===== src/rtl/pls_pkg.sv =====
// Shared types, constants and address helper for the positional list store.
`default_nettype none

package pls_pkg;

    localparam int CAPACITY = 32;
    localparam int AW       = (CAPACITY > 1) ? $clog2(CAPACITY) : 1;
    localparam int CW       = $clog2(CAPACITY + 1);
    localparam int PW       = ((CW > 8) ? CW : 8) + 1;
    localparam int DW       = 32;
    localparam int CNT_W    = 6;
    localparam int OQ_DEPTH = 3;
    localparam int OQ_AW    = $clog2(OQ_DEPTH);
    localparam int OQ_CW    = $clog2(OQ_DEPTH + 1);

    typedef logic [AW-1:0] addr_t;
    typedef logic [CW-1:0] cnt_t;

    typedef enum logic [2:0] {
        CMD_INS_FRONT = 3'd0,
        CMD_INS_BACK  = 3'd1,
        CMD_INS_AT    = 3'd2,
        CMD_DEL_FRONT = 3'd3,
        CMD_DEL_BACK  = 3'd4,
        CMD_DEL_AT    = 3'd5,
        CMD_READ_ALL  = 3'd6,
        CMD_COUNT     = 3'd7
    } cmd_t;

    typedef enum logic [1:0] {
        ST_OK     = 2'd0,
        ST_BADPOS = 2'd1,
        ST_FULL   = 2'd2,
        ST_EMPTY  = 2'd3
    } status_t;

    typedef enum logic [2:0] {
        S_IDLE,
        S_SHIFT,
        S_DRAIN,
        S_PUT,
        S_RESP,
        S_RDOUT,
        S_RDWAIT
    } state_t;

    typedef struct packed {
        logic signed [DW-1:0] read_value;
        logic [CNT_W-1:0]     entry_count;
        status_t              status;
        logic                 last;
    } result_t;

    typedef struct packed {
        logic          we;
        addr_t         waddr;
        logic [DW-1:0] wdata;
        addr_t         raddr;
    } ram_req_t;

    // Logical slot -> physical address in the circular buffer.
    function automatic addr_t phys(addr_t head, cnt_t idx);
        logic [AW+1:0] sum;
        sum = (AW+2)'(head) + (AW+2)'(idx);
        if (sum >= (AW+2)'(CAPACITY))
        begin
            sum = sum - (AW+2)'(CAPACITY);
        end
        return sum[AW-1:0];
    endfunction

endpackage

`default_nettype wire


===== src/rtl/pls_ram.sv =====
// Generic simple dual-port RAM, one write and one registered read port.
`default_nettype none

module pls_ram #(
    parameter int WIDTH = 32,
    parameter int DEPTH = 32,
    localparam int AW   = (DEPTH > 1) ? $clog2(DEPTH) : 1
) (
    input  wire logic             clk,
    input  wire logic             we,
    input  wire logic [AW-1:0]    waddr,
    input  wire logic [WIDTH-1:0] wdata,
    input  wire logic [AW-1:0]    raddr,
    output logic      [WIDTH-1:0] rdata
);

    logic [WIDTH-1:0] mem_reg [DEPTH];
    logic [WIDTH-1:0] rdata_reg;

    always_ff @(posedge clk)
    begin
        if (we)
        begin
            mem_reg[waddr] <= wdata;
        end
        rdata_reg <= mem_reg[raddr];
    end

    assign rdata = rdata_reg;

endmodule

`default_nettype wire


===== src/rtl/pls_outq.sv =====
// Small result queue that decouples the sequencer from the output handshake.
`default_nettype none

module pls_outq (
    input  wire logic                         clk,
    input  wire logic                         rst_n,
    input  wire logic                         push,
    input  wire pls_pkg::result_t             push_data,
    output logic      [pls_pkg::OQ_CW-1:0]    free_slots,
    output logic                              out_valid,
    input  wire logic                         out_ready,
    output pls_pkg::result_t                  out_data
);

    pls_pkg::result_t              q_reg [pls_pkg::OQ_DEPTH];
    logic [pls_pkg::OQ_AW-1:0]     wr_ptr_reg, wr_ptr_next;
    logic [pls_pkg::OQ_AW-1:0]     rd_ptr_reg, rd_ptr_next;
    logic [pls_pkg::OQ_CW-1:0]     occ_reg, occ_next;
    logic                          pop;

    assign out_valid = (occ_reg != '0);
    assign pop       = out_valid && out_ready;
    assign out_data  = q_reg[rd_ptr_reg];

    // Free slots counting an entry leaving this cycle.
    assign free_slots = pls_pkg::OQ_CW'(pls_pkg::OQ_DEPTH) - occ_reg
                        + pls_pkg::OQ_CW'(pop);

    always_comb
    begin
        wr_ptr_next = wr_ptr_reg;
        rd_ptr_next = rd_ptr_reg;
        if (push)
        begin
            wr_ptr_next = (wr_ptr_reg == pls_pkg::OQ_AW'(pls_pkg::OQ_DEPTH - 1))
                          ? '0 : wr_ptr_reg + pls_pkg::OQ_AW'(1);
        end
        if (pop)
        begin
            rd_ptr_next = (rd_ptr_reg == pls_pkg::OQ_AW'(pls_pkg::OQ_DEPTH - 1))
                          ? '0 : rd_ptr_reg + pls_pkg::OQ_AW'(1);
        end
        occ_next = occ_reg + pls_pkg::OQ_CW'(push) - pls_pkg::OQ_CW'(pop);
    end

    always_ff @(posedge clk or negedge rst_n)
    begin
        if (!rst_n)
        begin
            wr_ptr_reg <= '0;
            rd_ptr_reg <= '0;
            occ_reg    <= '0;
        end
        else
        begin
            wr_ptr_reg <= wr_ptr_next;
            rd_ptr_reg <= rd_ptr_next;
            occ_reg    <= occ_next;
        end
    end

    always_ff @(posedge clk)
    begin
        if (push)
        begin
            q_reg[wr_ptr_reg] <= push_data;
        end
    end

endmodule

`default_nettype wire


===== src/rtl/pls_ctrl.sv =====
// Command sequencer: decodes commands and runs shift and read-out sweeps over the RAM.
`default_nettype none

module pls_ctrl (
    input  wire logic                           clk,
    input  wire logic                           rst_n,
    input  wire logic                           in_valid,
    output logic                                in_ready,
    input  wire logic [2:0]                     command,
    input  wire logic signed [pls_pkg::DW-1:0]  value,
    input  wire logic [7:0]                     position,
    output pls_pkg::ram_req_t                   ram_req,
    input  wire logic [pls_pkg::DW-1:0]         ram_rdata,
    output logic                                push,
    output pls_pkg::result_t                    push_data,
    input  wire logic [pls_pkg::OQ_CW-1:0]      free_slots
);

    pls_pkg::state_t           state_reg, state_next, acc_state;
    pls_pkg::addr_t            head_reg, head_next, acc_head;
    pls_pkg::cnt_t             count_reg, count_next, acc_count;
    pls_pkg::cnt_t             cursor_reg, cursor_next, acc_cursor;
    pls_pkg::cnt_t             end_reg, end_next, acc_end;
    pls_pkg::cnt_t             idx_reg, idx_next, acc_idx;
    pls_pkg::cnt_t             pend_idx_reg, pend_idx_next;
    logic                      up_reg, up_next, acc_up;
    logic                      pend_reg, pend_next;
    logic                      rd_pend_reg, rd_pend_next;
    logic                      rd_last_reg, rd_last_next;
    logic [pls_pkg::DW-1:0]    value_reg, value_next;
    pls_pkg::status_t          status_reg, status_next, acc_status;

    logic                      accept;
    logic                      full;
    logic                      empty;
    logic                      ins_pos_ok;
    logic                      del_pos_ok;
    logic                      issue;
    logic                      at_last;
    logic [pls_pkg::PW-1:0]    pos_w;
    logic [pls_pkg::PW-1:0]    cnt_w;
    pls_pkg::cnt_t             idx_in;
    pls_pkg::cnt_t             cnt_m1;
    pls_pkg::addr_t            head_dec;
    pls_pkg::addr_t            head_inc;
    pls_pkg::cnt_t             wr_slot;

    assign accept  = in_valid && in_ready;
    assign full    = (count_reg == pls_pkg::cnt_t'(pls_pkg::CAPACITY));
    assign empty   = (count_reg == '0);
    assign pos_w   = pls_pkg::PW'(position);
    assign cnt_w   = pls_pkg::PW'(count_reg);
    assign ins_pos_ok = (pos_w != '0) && (pos_w <= cnt_w + pls_pkg::PW'(1));
    assign del_pos_ok = (pos_w != '0) && (pos_w <= cnt_w);
    assign idx_in  = pls_pkg::cnt_t'(pos_w - pls_pkg::PW'(1));
    assign cnt_m1  = count_reg - pls_pkg::cnt_t'(1);
    assign head_dec = (head_reg == '0) ? pls_pkg::AW'(pls_pkg::CAPACITY - 1)
                                       : head_reg - pls_pkg::AW'(1);
    assign head_inc = (head_reg == pls_pkg::AW'(pls_pkg::CAPACITY - 1))
                      ? '0 : head_reg + pls_pkg::AW'(1);
    assign at_last = (cursor_reg == cnt_m1);

    // Read-out issues a RAM read only when the queue can take the data.
    assign issue = (state_reg == pls_pkg::S_RDOUT)
                   && (free_slots > pls_pkg::OQ_CW'(rd_pend_reg));

    // Command decode at acceptance
    always_comb
    begin
        acc_state  = pls_pkg::S_RESP;
        acc_status = pls_pkg::ST_OK;
        acc_head   = head_reg;
        acc_count  = count_reg;
        acc_idx    = idx_in;
        acc_cursor = '0;
        acc_end    = '0;
        acc_up     = 1'b0;
        unique case (pls_pkg::cmd_t'(command))
            pls_pkg::CMD_INS_FRONT:
            begin
                if (full)
                begin
                    acc_status = pls_pkg::ST_FULL;
                end
                else
                begin
                    acc_head  = head_dec;
                    acc_idx   = '0;
                    acc_state = pls_pkg::S_PUT;
                end
            end
            pls_pkg::CMD_INS_BACK:
            begin
                if (full)
                begin
                    acc_status = pls_pkg::ST_FULL;
                end
                else
                begin
                    acc_idx   = count_reg;
                    acc_state = pls_pkg::S_PUT;
                end
            end
            pls_pkg::CMD_INS_AT:
            begin
                if (full)
                begin
                    acc_status = pls_pkg::ST_FULL;
                end
                else if (!ins_pos_ok)
                begin
                    acc_status = pls_pkg::ST_BADPOS;
                end
                else if (idx_in == '0)
                begin
                    acc_head  = head_dec;
                    acc_idx   = '0;
                    acc_state = pls_pkg::S_PUT;
                end
                else if (idx_in == count_reg)
                begin
                    acc_state = pls_pkg::S_PUT;
                end
                else
                begin
                    acc_state  = pls_pkg::S_SHIFT;
                    acc_up     = 1'b1;
                    acc_cursor = cnt_m1;
                    acc_end    = idx_in;
                end
            end
            pls_pkg::CMD_DEL_FRONT:
            begin
                if (empty)
                begin
                    acc_status = pls_pkg::ST_EMPTY;
                end
                else
                begin
                    acc_head  = head_inc;
                    acc_count = cnt_m1;
                end
            end
            pls_pkg::CMD_DEL_BACK:
            begin
                if (empty)
                begin
                    acc_status = pls_pkg::ST_EMPTY;
                end
                else
                begin
                    acc_count = cnt_m1;
                end
            end
            pls_pkg::CMD_DEL_AT:
            begin
                if (empty)
                begin
                    acc_status = pls_pkg::ST_EMPTY;
                end
                else if (!del_pos_ok)
                begin
                    acc_status = pls_pkg::ST_BADPOS;
                end
                else if (idx_in == cnt_m1)
                begin
                    acc_count = cnt_m1;
                end
                else if (idx_in == '0)
                begin
                    acc_head  = head_inc;
                    acc_count = cnt_m1;
                end
                else
                begin
                    acc_state  = pls_pkg::S_SHIFT;
                    acc_cursor = idx_in + pls_pkg::cnt_t'(1);
                    acc_end    = cnt_m1;
                end
            end
            pls_pkg::CMD_READ_ALL:
            begin
                if (empty)
                begin
                    acc_status = pls_pkg::ST_EMPTY;
                end
                else
                begin
                    acc_state = pls_pkg::S_RDOUT;
                end
            end
            pls_pkg::CMD_COUNT:
            begin
                acc_state = pls_pkg::S_RESP;
            end
        endcase
    end

    // Next state
    always_comb
    begin
        state_next = state_reg;
        unique case (state_reg)
            pls_pkg::S_IDLE:
            begin
                if (accept)
                begin
                    state_next = acc_state;
                end
            end
            pls_pkg::S_SHIFT:
            begin
                if (cursor_reg == end_reg)
                begin
                    state_next = pls_pkg::S_DRAIN;
                end
            end
            pls_pkg::S_DRAIN:
            begin
                state_next = up_reg ? pls_pkg::S_PUT : pls_pkg::S_RESP;
            end
            pls_pkg::S_PUT:
            begin
                state_next = pls_pkg::S_RESP;
            end
            pls_pkg::S_RESP:
            begin
                if (free_slots != '0)
                begin
                    state_next = pls_pkg::S_IDLE;
                end
            end
            pls_pkg::S_RDOUT:
            begin
                if (issue && at_last)
                begin
                    state_next = pls_pkg::S_RDWAIT;
                end
            end
            pls_pkg::S_RDWAIT:
            begin
                state_next = pls_pkg::S_IDLE;
            end
            default:
            begin
                state_next = pls_pkg::S_IDLE;
            end
        endcase
    end

    // Datapath register updates
    always_comb
    begin
        head_next     = head_reg;
        count_next    = count_reg;
        cursor_next   = cursor_reg;
        end_next      = end_reg;
        idx_next      = idx_reg;
        up_next       = up_reg;
        value_next    = value_reg;
        status_next   = status_reg;
        pend_idx_next = pend_idx_reg;
        pend_next     = 1'b0;
        rd_pend_next  = issue;
        rd_last_next  = at_last;
        unique case (state_reg)
            pls_pkg::S_IDLE:
            begin
                if (accept)
                begin
                    head_next   = acc_head;
                    count_next  = acc_count;
                    cursor_next = acc_cursor;
                    end_next    = acc_end;
                    idx_next    = acc_idx;
                    up_next     = acc_up;
                    value_next  = value;
                    status_next = acc_status;
                end
            end
            pls_pkg::S_SHIFT:
            begin
                // Data read this cycle lands one slot toward the gap.
                pend_next = 1'b1;
                if (up_reg)
                begin
                    pend_idx_next = cursor_reg + pls_pkg::cnt_t'(1);
                    cursor_next   = cursor_reg - pls_pkg::cnt_t'(1);
                end
                else
                begin
                    pend_idx_next = cursor_reg - pls_pkg::cnt_t'(1);
                    cursor_next   = cursor_reg + pls_pkg::cnt_t'(1);
                end
            end
            pls_pkg::S_DRAIN:
            begin
                if (!up_reg)
                begin
                    count_next = cnt_m1;
                end
            end
            pls_pkg::S_PUT:
            begin
                count_next = count_reg + pls_pkg::cnt_t'(1);
            end
            pls_pkg::S_RDOUT:
            begin
                if (issue)
                begin
                    cursor_next = cursor_reg + pls_pkg::cnt_t'(1);
                end
            end
            pls_pkg::S_RESP, pls_pkg::S_RDWAIT:
            begin
            end
            default:
            begin
            end
        endcase
    end

    // Outputs: handshake, RAM port and result push
    always_comb
    begin
        in_ready          = (state_reg == pls_pkg::S_IDLE);
        wr_slot           = pend_idx_reg;
        ram_req.we        = 1'b0;
        ram_req.wdata     = ram_rdata;
        ram_req.raddr     = pls_pkg::phys(head_reg, cursor_reg);
        push              = 1'b0;
        push_data.read_value  = '0;
        push_data.entry_count = pls_pkg::CNT_W'(count_reg);
        push_data.status      = status_reg;
        push_data.last        = 1'b1;
        unique case (state_reg)
            pls_pkg::S_SHIFT:
            begin
                ram_req.we = pend_reg;
            end
            pls_pkg::S_DRAIN:
            begin
                ram_req.we = 1'b1;
            end
            pls_pkg::S_PUT:
            begin
                ram_req.we    = 1'b1;
                wr_slot       = idx_reg;
                ram_req.wdata = value_reg;
            end
            pls_pkg::S_RESP:
            begin
                push = (free_slots != '0);
            end
            pls_pkg::S_IDLE, pls_pkg::S_RDOUT, pls_pkg::S_RDWAIT:
            begin
            end
            default:
            begin
            end
        endcase
        if (rd_pend_reg)
        begin
            push                 = 1'b1;
            push_data.read_value = ram_rdata;
            push_data.status     = pls_pkg::ST_OK;
            push_data.last       = rd_last_reg;
        end
        ram_req.waddr = pls_pkg::phys(head_reg, wr_slot);
    end

    always_ff @(posedge clk or negedge rst_n)
    begin
        if (!rst_n)
        begin
            state_reg   <= pls_pkg::S_IDLE;
            head_reg    <= '0;
            count_reg   <= '0;
            pend_reg    <= 1'b0;
            rd_pend_reg <= 1'b0;
        end
        else
        begin
            state_reg   <= state_next;
            head_reg    <= head_next;
            count_reg   <= count_next;
            pend_reg    <= pend_next;
            rd_pend_reg <= rd_pend_next;
        end
    end

    always_ff @(posedge clk)
    begin
        cursor_reg   <= cursor_next;
        end_reg      <= end_next;
        idx_reg      <= idx_next;
        up_reg       <= up_next;
        value_reg    <= value_next;
        status_reg   <= status_next;
        pend_idx_reg <= pend_idx_next;
        rd_last_reg  <= rd_last_next;
    end

endmodule

`default_nettype wire


===== src/rtl/positional_list_store_core.sv =====
// Top level of the positional list store: sequencer, entry RAM and result queue.
//
//  Channel | Handshake             | Payload
//  --------+-----------------------+------------------------------------------
//  in      | in_valid / in_ready   | command, value, position
//  out     | out_valid / out_ready | read_value, entry_count, status, last
//
// Entries live in one RAM used as a circular buffer (head pointer + count),
// so front/back inserts and deletes need no data movement. Single-result
// commands go straight to the response state; inserts without a shift pass
// through the write state first. A middle insert or delete runs a shift
// sweep, one RAM read/write pair per moved entry, then a drain step (and a
// write step for an insert). A read-out streams one transaction per cycle while out_ready is high.
// Reset clears the control state only; RAM contents stay undefined and no
// entry is read before it is written. A stalled output fills the 3-deep
// result queue, after which read-out sweeps and the final result push of a
// command wait, so the next command is held off; shift sweeps run on.
`default_nettype none

module positional_list_store_core (
    input  wire logic                          clk,
    input  wire logic                          rst_n,
    input  wire logic                          in_valid,
    output logic                               in_ready,
    input  wire logic [2:0]                    command,
    input  wire logic signed [pls_pkg::DW-1:0] value,
    input  wire logic [7:0]                    position,
    output logic                               out_valid,
    input  wire logic                          out_ready,
    output logic signed [pls_pkg::DW-1:0]      read_value,
    output logic [pls_pkg::CNT_W-1:0]          entry_count,
    output logic [1:0]                         status,
    output logic                               last
);

    pls_pkg::ram_req_t             ram_req;
    logic [pls_pkg::DW-1:0]        ram_rdata;
    logic                          push;
    pls_pkg::result_t              push_data;
    pls_pkg::result_t              out_data;
    logic [pls_pkg::OQ_CW-1:0]     free_slots;

    pls_ctrl u_ctrl (
        .clk        (clk),
        .rst_n      (rst_n),
        .in_valid   (in_valid),
        .in_ready   (in_ready),
        .command    (command),
        .value      (value),
        .position   (position),
        .ram_req    (ram_req),
        .ram_rdata  (ram_rdata),
        .push       (push),
        .push_data  (push_data),
        .free_slots (free_slots)
    );

    // Entry storage: one write, one registered read per cycle.
    pls_ram #(
        .WIDTH (pls_pkg::DW),
        .DEPTH (pls_pkg::CAPACITY)
    ) u_ram (
        .clk   (clk),
        .we    (ram_req.we),
        .waddr (ram_req.waddr),
        .wdata (ram_req.wdata),
        .raddr (ram_req.raddr),
        .rdata (ram_rdata)
    );

    // Result queue parts the output handshake from the sequencer.
    pls_outq u_outq (
        .clk        (clk),
        .rst_n      (rst_n),
        .push       (push),
        .push_data  (push_data),
        .free_slots (free_slots),
        .out_valid  (out_valid),
        .out_ready  (out_ready),
        .out_data   (out_data)
    );

    assign read_value  = out_data.read_value;
    assign entry_count = out_data.entry_count;
    assign status      = out_data.status;
    assign last        = out_data.last;

endmodule

`default_nettype wire


===== config.mk =====
export PLATFORM = sky130hd
export DESIGN_NAME = positional_list_store_core
export DESIGN_NICKNAME = d
export VERILOG_FILES = /design/src/rtl/pls_pkg.sv /design/src/rtl/pls_ram.sv /design/src/rtl/pls_outq.sv /design/src/rtl/pls_ctrl.sv /design/src/rtl/positional_list_store_core.sv
export SDC_FILE = /design/constraint.sdc
export NUM_CORES = 1
export LEC_CHECK = 0
export BUFFER_PORTS_ARGS = -buffer_cell sky130_fd_sc_hd__buf_2
export CELL_PAD_IN_SITES_DETAIL_PLACEMENT = 0
export CELL_PAD_IN_SITES_GLOBAL_PLACEMENT = 1
export CORE_MARGIN = 3
export CORE_UTILIZATION = 49
export CTS_CLUSTER_DIAMETER = 50
export CTS_CLUSTER_SIZE = 14
export DETAILED_ROUTE_END_ITERATION = 6
export PLACE_DENSITY_LB_ADDON = 0.08
export SLEW_MARGIN = 25
export SYNTH_ARGS = -nofsm -noshare
export SYNTH_HDL_FRONTEND = slang
export SYNTH_SLANG_ARGS = --single-unit

===== constraint.sdc =====
create_clock -name clk -period 5.55 [get_ports clk]
set_clock_uncertainty 0.1 [all_clocks]
set_input_delay 0.2775 -clock clk [delete_from_list [all_inputs] [get_ports clk]]
set_output_delay 0.2775 -clock clk [all_outputs]
set_load 0.05 [all_outputs]

**Word-level counts from Yosys, hierarchy flattened**

Memories as Yosys holds them, arrays and structs flattened. A register that Yosys moved wholly into a read port is not among the register bits.
Index checks and enable logic that the tools add are counted.
W data, S select, Z words.

- Multiplexer cells: 91
- $lt $le $gt $ge: 5
- Reductions and logical operators: 27
- Add/subtract/negate cells: 19
- Bitwise operators: 2
- Equal/unequal tests: 39

Operators with widths:

| operator | number |
|---|---|
| $mux W6 | 33 |
| $mux W5 | 13 |
| $mux W32 | 2 |
| $pmux W6 S3 | 3 |
| $mux W3 | 14 |
| $pmux W6 S2 | 3 |
| $eq A6 B6 Y1 | 4 |
| $pmux W5 S4 | 1 |
| $add A6 B1 Y6 const B | 3 |
| $pmux W3 S6 | 1 |
| $sub A6 B1 Y6 const B | 3 |
| $ne A2 B2 Y1 const B | 8 |
| $eq A3 B3 Y1 const B | 5 |
| $sub A5 B1 Y5 const B | 3 |
| $add A5 B6 Y7 | 2 |
| $ge A7 B6 Y1 const B | 2 |
| $mux W2 | 7 |
| $ne A2 B1 Y1 const B | 7 |
| $eq A3 B2 Y1 const B | 4 |
| $logic_not A6 Y1 | 2 |
| $ne A3 B3 Y1 const B | 4 |
| $pmux W3 S4 | 1 |
| $reduce_and A12 Y1 | 1 |
| $mux W1 | 11 |
| 31 further kinds | 46 |

- Bits in registers: 82
- Input bits: 47
- Word-level logic and storage cells: 201
- Memories: 2
- Output and inout bits: 43
- Memory bits (writable): 1,147

Memories:

| name | words | bits a word | rd ports | clocked after memory_dff | write ports | line | text |
|---|---|---|---|---|---|---|---|
| u_ram.mem_reg | 32 | 32 | 1 | 1 | 1 | pls_ram.sv:17 | `logic [WIDTH-1:0] mem_reg [DEPTH];` |
| u_outq.q_reg | 3 | 41 | 1 | 0 | 1 | pls_outq.sv:15 | `pls_pkg::result_t q_reg [pls_pkg::OQ_DEPTH];` |

**Longest topological paths before layout**

Gate-level depths: netlist of run 1.

- Depth in word-level cells: 9
- Mapped depth: 14
- Gate-level depth less buffers: 13

**Hierarchy**

From an unflattened synthesis of run 1, not the netlist that was laid out.

- Cells, all modules: 3,104
- Area, all modules: 50,983.9 um2

Modules (own cells, without submodules):

| module | seq. area each (um2) | instances | area an instance (um2) | cells an instance |
|---|---|---|---|---|
| pls_ram | 31,390.1 | 1 | 40,492.6 | 2,260 |
| pls_ctrl | 2,132.0 | 1 | 5,617.9 | 557 |
| pls_outq | 3,843.7 | 1 | 4,873.4 | 287 |

**Worst setup path after synthesis of run 1**

Ideal clock, no wire load.

- Path type: register to register
- Start point: reg u_outq.occ_reg[1] (netlist bit)
- End point: mem u_outq.q_reg[1][0] (netlist bit) (enable)
- Clock period less this slack: 5.517 ns
- Required time: 4.948 ns
- Setup time: 0.502 ns
- Cell stages (with the launch flop): 10
- Arrival time: 4.916 ns
- Path slack: 0.033 ns
- Path through: dfrtp_1 or2_2 nand2_1 inv_1 ha_1 xnor2_1 nor2_1 nor2_1 a31oi_1 nor3b_1

- Word-level cells in the longest chain between the ends: 8

Ends and longest elaborated chain:

| item | line | text |
|---|---|---|
| start: declaration | pls_outq.sv:18 | `logic [pls_pkg::OQ_CW-1:0] occ_reg, occ_next;` |
| start signal: assignment | pls_outq.sv:58 | `occ_reg <= occ_next;` |
| $reduce_bool A2 Y1 | pls_outq.sv:21 | `assign out_valid = (occ_reg != '0);` |
| via out_valid | positional_list_store_core.sv:28 | `output logic out_valid,` |
| $logic_and A1 B1 Y1 | pls_outq.sv:22 | `assign pop = out_valid && out_ready;` |
| via u_outq.pop | pls_outq.sv:19 | `logic pop;` |
| $add A2 B1 Y2 | pls_outq.sv:27 | `+ pls_pkg::OQ_CW'(pop);` |
| $reduce_bool A2 Y1 | pls_ctrl.sv:353 | `push = (free_slots != '0);` |
| $mux W1 | pls_ctrl.sv:336 | `unique case (state_reg)` |
| $mux W1 | pls_ctrl.sv:362 | `if (rd_pend_reg)` |
| $mux W1 | pls_outq.sv:64 | `if (push)` |
| $mux W1 (implied by the code) | pls_outq.sv:66 | `q_reg[wr_ptr_reg] <= push_data;` |
| end: declaration | pls_outq.sv:15 |  |

The timed path passes the listed nets, and every way through them passes these cells.

**Worst setup path after layout of run 1**

- Start point: reg u_ctrl.state_reg[1]
- End point: mem u_ram.mem_reg[18][22] (enable)

- Word-level cells in the longest chain between the ends: 5

Ends and longest elaborated chain:

| item | line | text |
|---|---|---|
| start: declaration | pls_ctrl.sv:19 | `pls_pkg::state_t state_reg, state_next, acc_state;` |
| start signal: assignment | pls_ctrl.sv:376 | `state_reg <= pls_pkg::S_IDLE;` |
| start signal: assignment | pls_ctrl.sv:384 | `state_reg <= state_next;` |
| $eq A3 B2 Y1 | pls_ctrl.sv:336 |  |
| $mux W6 or $reduce_or A2 Y1 (tied branches) | - |  |
| $add A5 B6 Y7 or $pmux W1 S2 (tied branches) | pls_pkg.sv:64, pls_ctrl.sv:336 |  |
| $ge A7 B6 Y1 (tied with other cells) | pls_pkg.sv:65 | `if (sum >= (AW+2)'(CAPACITY))` |
| $mux W5 or $mux W1 (tied branches) | pls_pkg.sv:65, pls_ram.sv:24 |  |
| end: declaration | pls_ram.sv:17 |  |

Several ways; a longest one is shown, not always the timed one.

==> results.yml, run 1 <==
worst_setup_path:
  cp.arrival_ns: 4.86
  slowest_stage: "xor2_1"
  crit_required_ns: 5.80
  worstSetupPathType: "flop to flop"
  crit_path_max_incr_delay_ns: 0.49
  cp-end-kind: "flop"
  critPathLaunch: "u_ctrl.state_reg[1]"
  worstPathCellList: "nor2b_1 -> nand2_2 -> buf_4 -> mux2_2 -> ha_1 -> a21o_1 -> a21oi_1 -> xor2_1 -> xor2_1 -> nand2_1 -> nor2_4 -> buf_4"
  r2r_start: "u_ctrl.state_reg[1]"
  critPathMaxFanout: 32
  crit_path_start_kind: "flop"
cells_and_area:
  multi_input_area_mm2: 0.0125
  largest_reg_flops: 1024
  seqCellArea_mm2: 0.0374
  fin_nets: 3060
  areaGrowthSynthToFinish_pct: 14.9
  most-common-layout-cells: "1204 x edfxtp_1, 365 x nand2_1, 256 x mux4_2"
  final_common_cell: "edfxtp_1"
  n_fill_cell: 7535
  drive_gt1_share_pct: 23.5
  design_area_mm2: 0.0576
floorplan:
  core-area_mm2: 0.101
  fp.dieW_um: 326
  initial_core_util_pct: 49.7
  die-area_mm2: 0.106
  num_rows: 116
  pin_count: 90
  die_h_um: 326
min_path:
  worstHoldStart: "command[0]"
  hold_class: "input port to flop"
logic_synthesis:
  syn_area_per_cell_um2: 18.0
  synth.distinct_cells: 72
  synth_cells: 2784
  async_reset_ff_share_pct: 1.75
  synthTopCellsByArea: "edfxtp_1 72%, mux4_2 11%, nand2_1 2.7%, nand3_1 1.7%, dfxtp_1 1.3%"
  synth_nets: 2867
  syn-cell-area_mm2: 0.0502
  ys.flop_type: "edfxtp_1"
  synth-seq-cells: 1259
  synth_edf_count: 1204
  ys_seq_area_share_pct: 74.5
  yosysWarnings: 0
  synth_top_area_cell: "edfxtp_1"
  synth_top_area_share_pct: 72.1
cts:
  h-tree-depth: 4
  cts_sinks: 1259
  holdBufCountCts: 39
  cts_setup_buffers: 0
  cts_tree: "done"
  cts.clk_slew.worst_paths_ns: 0.06
  cts_inserted_buffers: 131
  cts_max_path_buffers: 3
  insertion_delay_ns: 0.72
  cts.repair.resized: 0
  cts_root_buf: "clkbuf_16"
timing:
  rsz0062_at_grt: "false"
  postLayoutSetupSlackWorst_ns: 0.939
  finalCriticalPeriod_ns: 4.61
  fmax_mhz: 217
  slew-limit-headroom_pct: 33.9
  hold_viol: 0
  finalSetupViolations: 0
  slew_violations: 0
  finalCritPeriodShare_pct: 83.1
  tns_ns: 0
  max_slew.worst_pin.slew_ns: 0.987
detailed_routing:
  vias: 26200
  drt_wl_total_um: 123000
  remaining_drc_errors: 0
  drt-initial-drc-count: 2849
  via_per_inst: 5.92
  ant_nets: 0
  routedWlPerCell_um: 27.7
  drt-pass1-iter-count: 6
global_routing:
  grt_pass1_wl_um: 180000
  antenna_found_initial: 16
  grt_pass1_vias: 26400
  gr-usage-all-layers_pct: 23.3
  grt_max_degree: 85
  grt_overflow: 0
placement:
  place_hpwl_um: 76500
  dpl_worst_slack_ns: 0.961
  routabilityCongestion: 0.827
  portBuffers: 89
  place_area_mm2: 0.0530
run:
  maxCapViolations: 0
run_status:
  status: "complete, no violations"
-- per-layer routing --
metal  global-route usage, %  part of all wire [%]
met1                    34.9                    44
met3                    5.50                   8.4
met2                    34.8                    46
met4                    5.62                   1.8
met5                       0                 0.014
-- metrics by stage --
step	util, %	instances	hold WS (ns)
floorplan	-	2784	-0.118
global placement	52.6	4162	0.200
detailed placement	52.6	4162	0.211
CTS	57.1	4423	0.0420
global route	57.1	4423	0.115
finish	57.1	4425	0.103
-- worst max-delay path, delay by kind of cell, from the launching register on --
family / cells / cell delay [ns]
buffers and inverters: 2 / 0.73
adders and majority gates: 1 / 0.34
AOI/OAI and AO/OA: 2 / 0.34
muxes: 1 / 0.31
DFF: 1 / 0.47
and+or+nand+nor: 4 / 1.13
xor gates and xnor gates: 2 / 0.79
-- worst paths after layout --
path / end / slack, ns / cells past startpoint
hold reg to reg: u_outq.q_reg[0][0] / 0.47 / 1
setup / recovery: u_ram.mem_reg[18][22] / 0.94 / 12
hold / removal: u_ctrl.head_reg[2] / 0.10 / 4
setup reg to reg: u_ram.mem_reg[18][22] / 0.94 / 12
max in group asynchronous: u_ctrl.head_reg[4] / 4.71 / 4
min in group asynchronous: u_ctrl.count_reg[5] / 0.47 / 4
-- cell families (layout without fill, tap and decap cells) --
kind of cell | after synthesis | in the layout | share of synthesized area [%]
adder cells (fa/ha/maj) | 36 | 36 | 0.928
buffers and inverters | 174 | 456 | 1.35
other | 0 | 2 | 0
AND/OR/NAND/NOR | 724 | 724 | 6.52
AO/OA/AOI/OAI | 187 | 187 | 2.34
XOR/XNOR | 58 | 58 | 1.01
flip-flops | 1259 | 1259 | 74.5
multiplexers | 346 | 346 | 13.4
-- area by class of cell --
cell class              instances  area share (%)
repair buffers                207            3.10
clock inverters                64            1.20
multi-input cells            1351            21.6
clock buffers                 158            6.10
diodes                          2         0.00868
inverters                      27           0.176
well taps                    1357            2.95
flip-flops and latches       1259            64.8
-- synth_stat cells (all sizes together) (26+ instances only) --
master,instances
and2,37
mux2,39
clkbuf,100
dfxtp,33
edfxtp,1204
inv,26
ha,34
nor2,74
buf,47
mux4,256
nand3,174
xnor2,40
nand2,366
mux2i,51
o21ai,95
Power of run 1 is left out: the tool's default activity adds up to more than one toggle a clock period on the data nets, which glitch-free logic cannot reach.
==> run 2: changes to the inputs <==
--- a/config.mk
+++ b/config.mk
@@ -9,7 +9,7 @@
 export CELL_PAD_IN_SITES_DETAIL_PLACEMENT = 0
 export CELL_PAD_IN_SITES_GLOBAL_PLACEMENT = 1
 export CORE_MARGIN = 3
-export CORE_UTILIZATION = 49
+export CORE_UTILIZATION = 55
 export CTS_CLUSTER_DIAMETER = 50
 export CTS_CLUSTER_SIZE = 14
 export DETAILED_ROUTE_END_ITERATION = 6
==> constraint.sdc (replaced) <==
create_clock -name clk -period 4.6 [get_ports clk]
set_clock_uncertainty 0.1 [all_clocks]
set_input_delay 0.23 -clock clk [delete_from_list [all_inputs] [get_ports clk]]
set_output_delay 0.23 -clock clk [all_outputs]
set_load 0.05 [all_outputs]
==> run 2 against run 1 <==
  * Global-route usage is 3.2 points higher
  * Via count is 0.62% higher
  * Sequential share of layout area is 0.27 points higher
  * Clock-buffer cell count is 10 lower
  * Cell area is 0.42% lower
  * Non-clock buffer count is 15 higher
  * Die area is 11% lower
  * Routed wire length hardly changed
==> results.yml, run 2 (synthesized netlist as in run 1, its figures left out) <==
run_status:
  status: "complete, no violations"
worst_setup_path:
  worstSetupPathType: "flop to flop"
  slowest_stage: "dfrtp_1"
  r2r_slack_ns: 0.59
  r2r.worst_path.cells: 15
  critPathLaunch: "u_ctrl.state_reg[1]"
  reg2reg_to: "u_ram.mem_reg[5][25]"
  crit_top_cell: "inv_1"
  worstPathCellList: "nor2b_1 -> nand2_2 -> mux2_2 -> ha_1 -> inv_1 -> fa_1 -> inv_1 -> a21o_1 -> a21oi_1 -> xor2_1 -> xnor2_1 -> buf_4 -> nand2_1 -> nor2_4 -> buf_12"
  r2r_start: "u_ctrl.state_reg[1]"
  crit_path_max_incr_delay_ns: 0.48
  crit_family: "simple AND/OR/NAND/NOR gates"
  critPathMaxFanout: 32
  cp-endpoint: "u_ram.mem_reg[5][25]"
  cp-end-kind: "flop"
  path_buf_inv: 4
  crit_required_ns: 4.87
  cp.arrival_ns: 4.29
  crit_path_start_kind: "flop"
  path_depth: 15
cts:
  cts.clk_slew.worst_paths_ns: 0.06
  cts.repair.resized: 0
  cts_max_path_buffers: 3
  cts_tree: "done"
  holdBufCountCts: 39
  cts_inserted_buffers: 117
  cts_sinks: 1259
  h-tree-depth: 3
  cts_root_buf: "clkbuf_16"
  cts_setup_buffers: 0
  insertion_delay_ns: 0.70
floorplan:
  pin_count: 90
  num_rows: 110
  fp.dieW_um: 308
  die-area_mm2: 0.0949
  initial_core_util_pct: 55.6
  core-area_mm2: 0.0903
  die_h_um: 308
detailed_routing:
  routedWlPerCell_um: 29.0
  via_per_inst: 6.22
  drt-pass1-iter-count: 6
  drt_wl_total_um: 123000
  drt-initial-drc-count: 2976
  ant_nets: 0
  vias: 26400
  remaining_drc_errors: 0
min_path:
  hold_class: "input port to flop"
timing:
  slew_violations: 0
  slew-limit-headroom_pct: 35.1
  finalCriticalPeriod_ns: 4.01
  fmax_mhz: 249
  rsz0062_at_grt: "false"
  max_slew.worst_pin.slew_ns: 0.968
  finalCritPeriodShare_pct: 87.3
  postLayoutSetupSlackWorst_ns: 0.585
  hold_viol: 0
  finalSetupViolations: 0
global_routing:
  grt_pass1_vias: 26600
  grt_pass1_wl_um: 181000
  grt_max_degree: 85
  antenna_found_initial: 12
  gr-usage-all-layers_pct: 26.4
  grt_overflow: 0
cells_and_area:
  areaGrowthSynthToFinish_pct: 14.4
  largest_reg_flops: 1024
  utilization_pct: 63.6
  final_common_cell: "edfxtp_1"
  most-common-layout-cells: "1204 x edfxtp_1, 365 x nand2_1, 256 x mux4_2"
  fin_nets: 3061
  drive_gt1_share_pct: 23.3
  fin_cells: 4240
placement:
  place_hpwl_um: 77300
  dpl_worst_slack_ns: 0.646
  portBuffers: 89
  dp.cells: 3996
  routabilityCongestion: 0.849
run:
  maxCapViolations: 0
## run 2: changes by cell type in the layout (fill, tap and decap cells not counted), moves of 3 or more
cell,previous run,this run
buf_12,29,47
buf_4,51,48
bufinv_16,10,14
clkbuf_1,18,24
clkbuf_16,135,118
clkinv_1,12,9
clkinv_4,7,2
## run 2: how the worst min path moves through the flow
stage               start              endpoint  slack (ns)  cells past startpoint
2_1_floorplan       rst_n   u_ctrl.count_reg[0]       -0.17                      0
6_report       command[0]    u_ctrl.head_reg[2]        0.10                      4
5_1_grt         value[18]  u_ctrl.value_reg[18]        0.11                      2
3_3_place_gp        rst_n   u_ctrl.count_reg[3]        0.16                      1
4_1_cts        command[2]  u_ctrl.status_reg[1]        0.06                      4
3_5_place_dp        rst_n  u_outq.rd_ptr_reg[0]        0.18                      1
## run 2: worst register-to-register path, stage by stage (launching register included)
cell,delay (ns)
dfrtp_1,0.48
nor2b_1,0.32
nand2_2,0.19
mux2_2,0.32
ha_1,0.19
inv_1,0.08
fa_1,0.25
inv_1,0.07
a21o_1,0.18
a21oi_1,0.17
xor2_1,0.29
xnor2_1,0.17
buf_4,0.18
nand2_1,0.24
nor2_4,0.20
buf_12,0.23
## run 2: metrics by stage
step	TNS [ns]	instance area, um2	hold slack, ns
finish	0	57400	0.103
CTS	0	57400	0.0564
floorplan	-195.25	50200	-0.166
global route	0	57400	0.111
detailed placement	0	53200	0.183
global placement	0	53200	0.162
## run 2: area by class of cell
type	instances	area (um2)
Antenna cell	2	5.00
Clock buffer	148	3130
Clock inverter	55	712
Fill cell	6234	32900
Inverter	27	101
Multi-Input combinational cell	1351	12500
Sequential cell	1259	37400
Tap cell	1176	1470
Timing Repair Buffer	222	2130
## run 2: routing by layer
layer | wire, um | vias up | GRT usage, %
met2 | 56800 | 1133 | 40.2
met5 | 13 | - | 0
met1 | 51900 | 13700 | 39.7
met4 | 2570 | 2 | 6.04
met3 | 11600 | 152 | 6.02
li1 | - | 11300 | -
Power of run 2 is left out for the same reason.
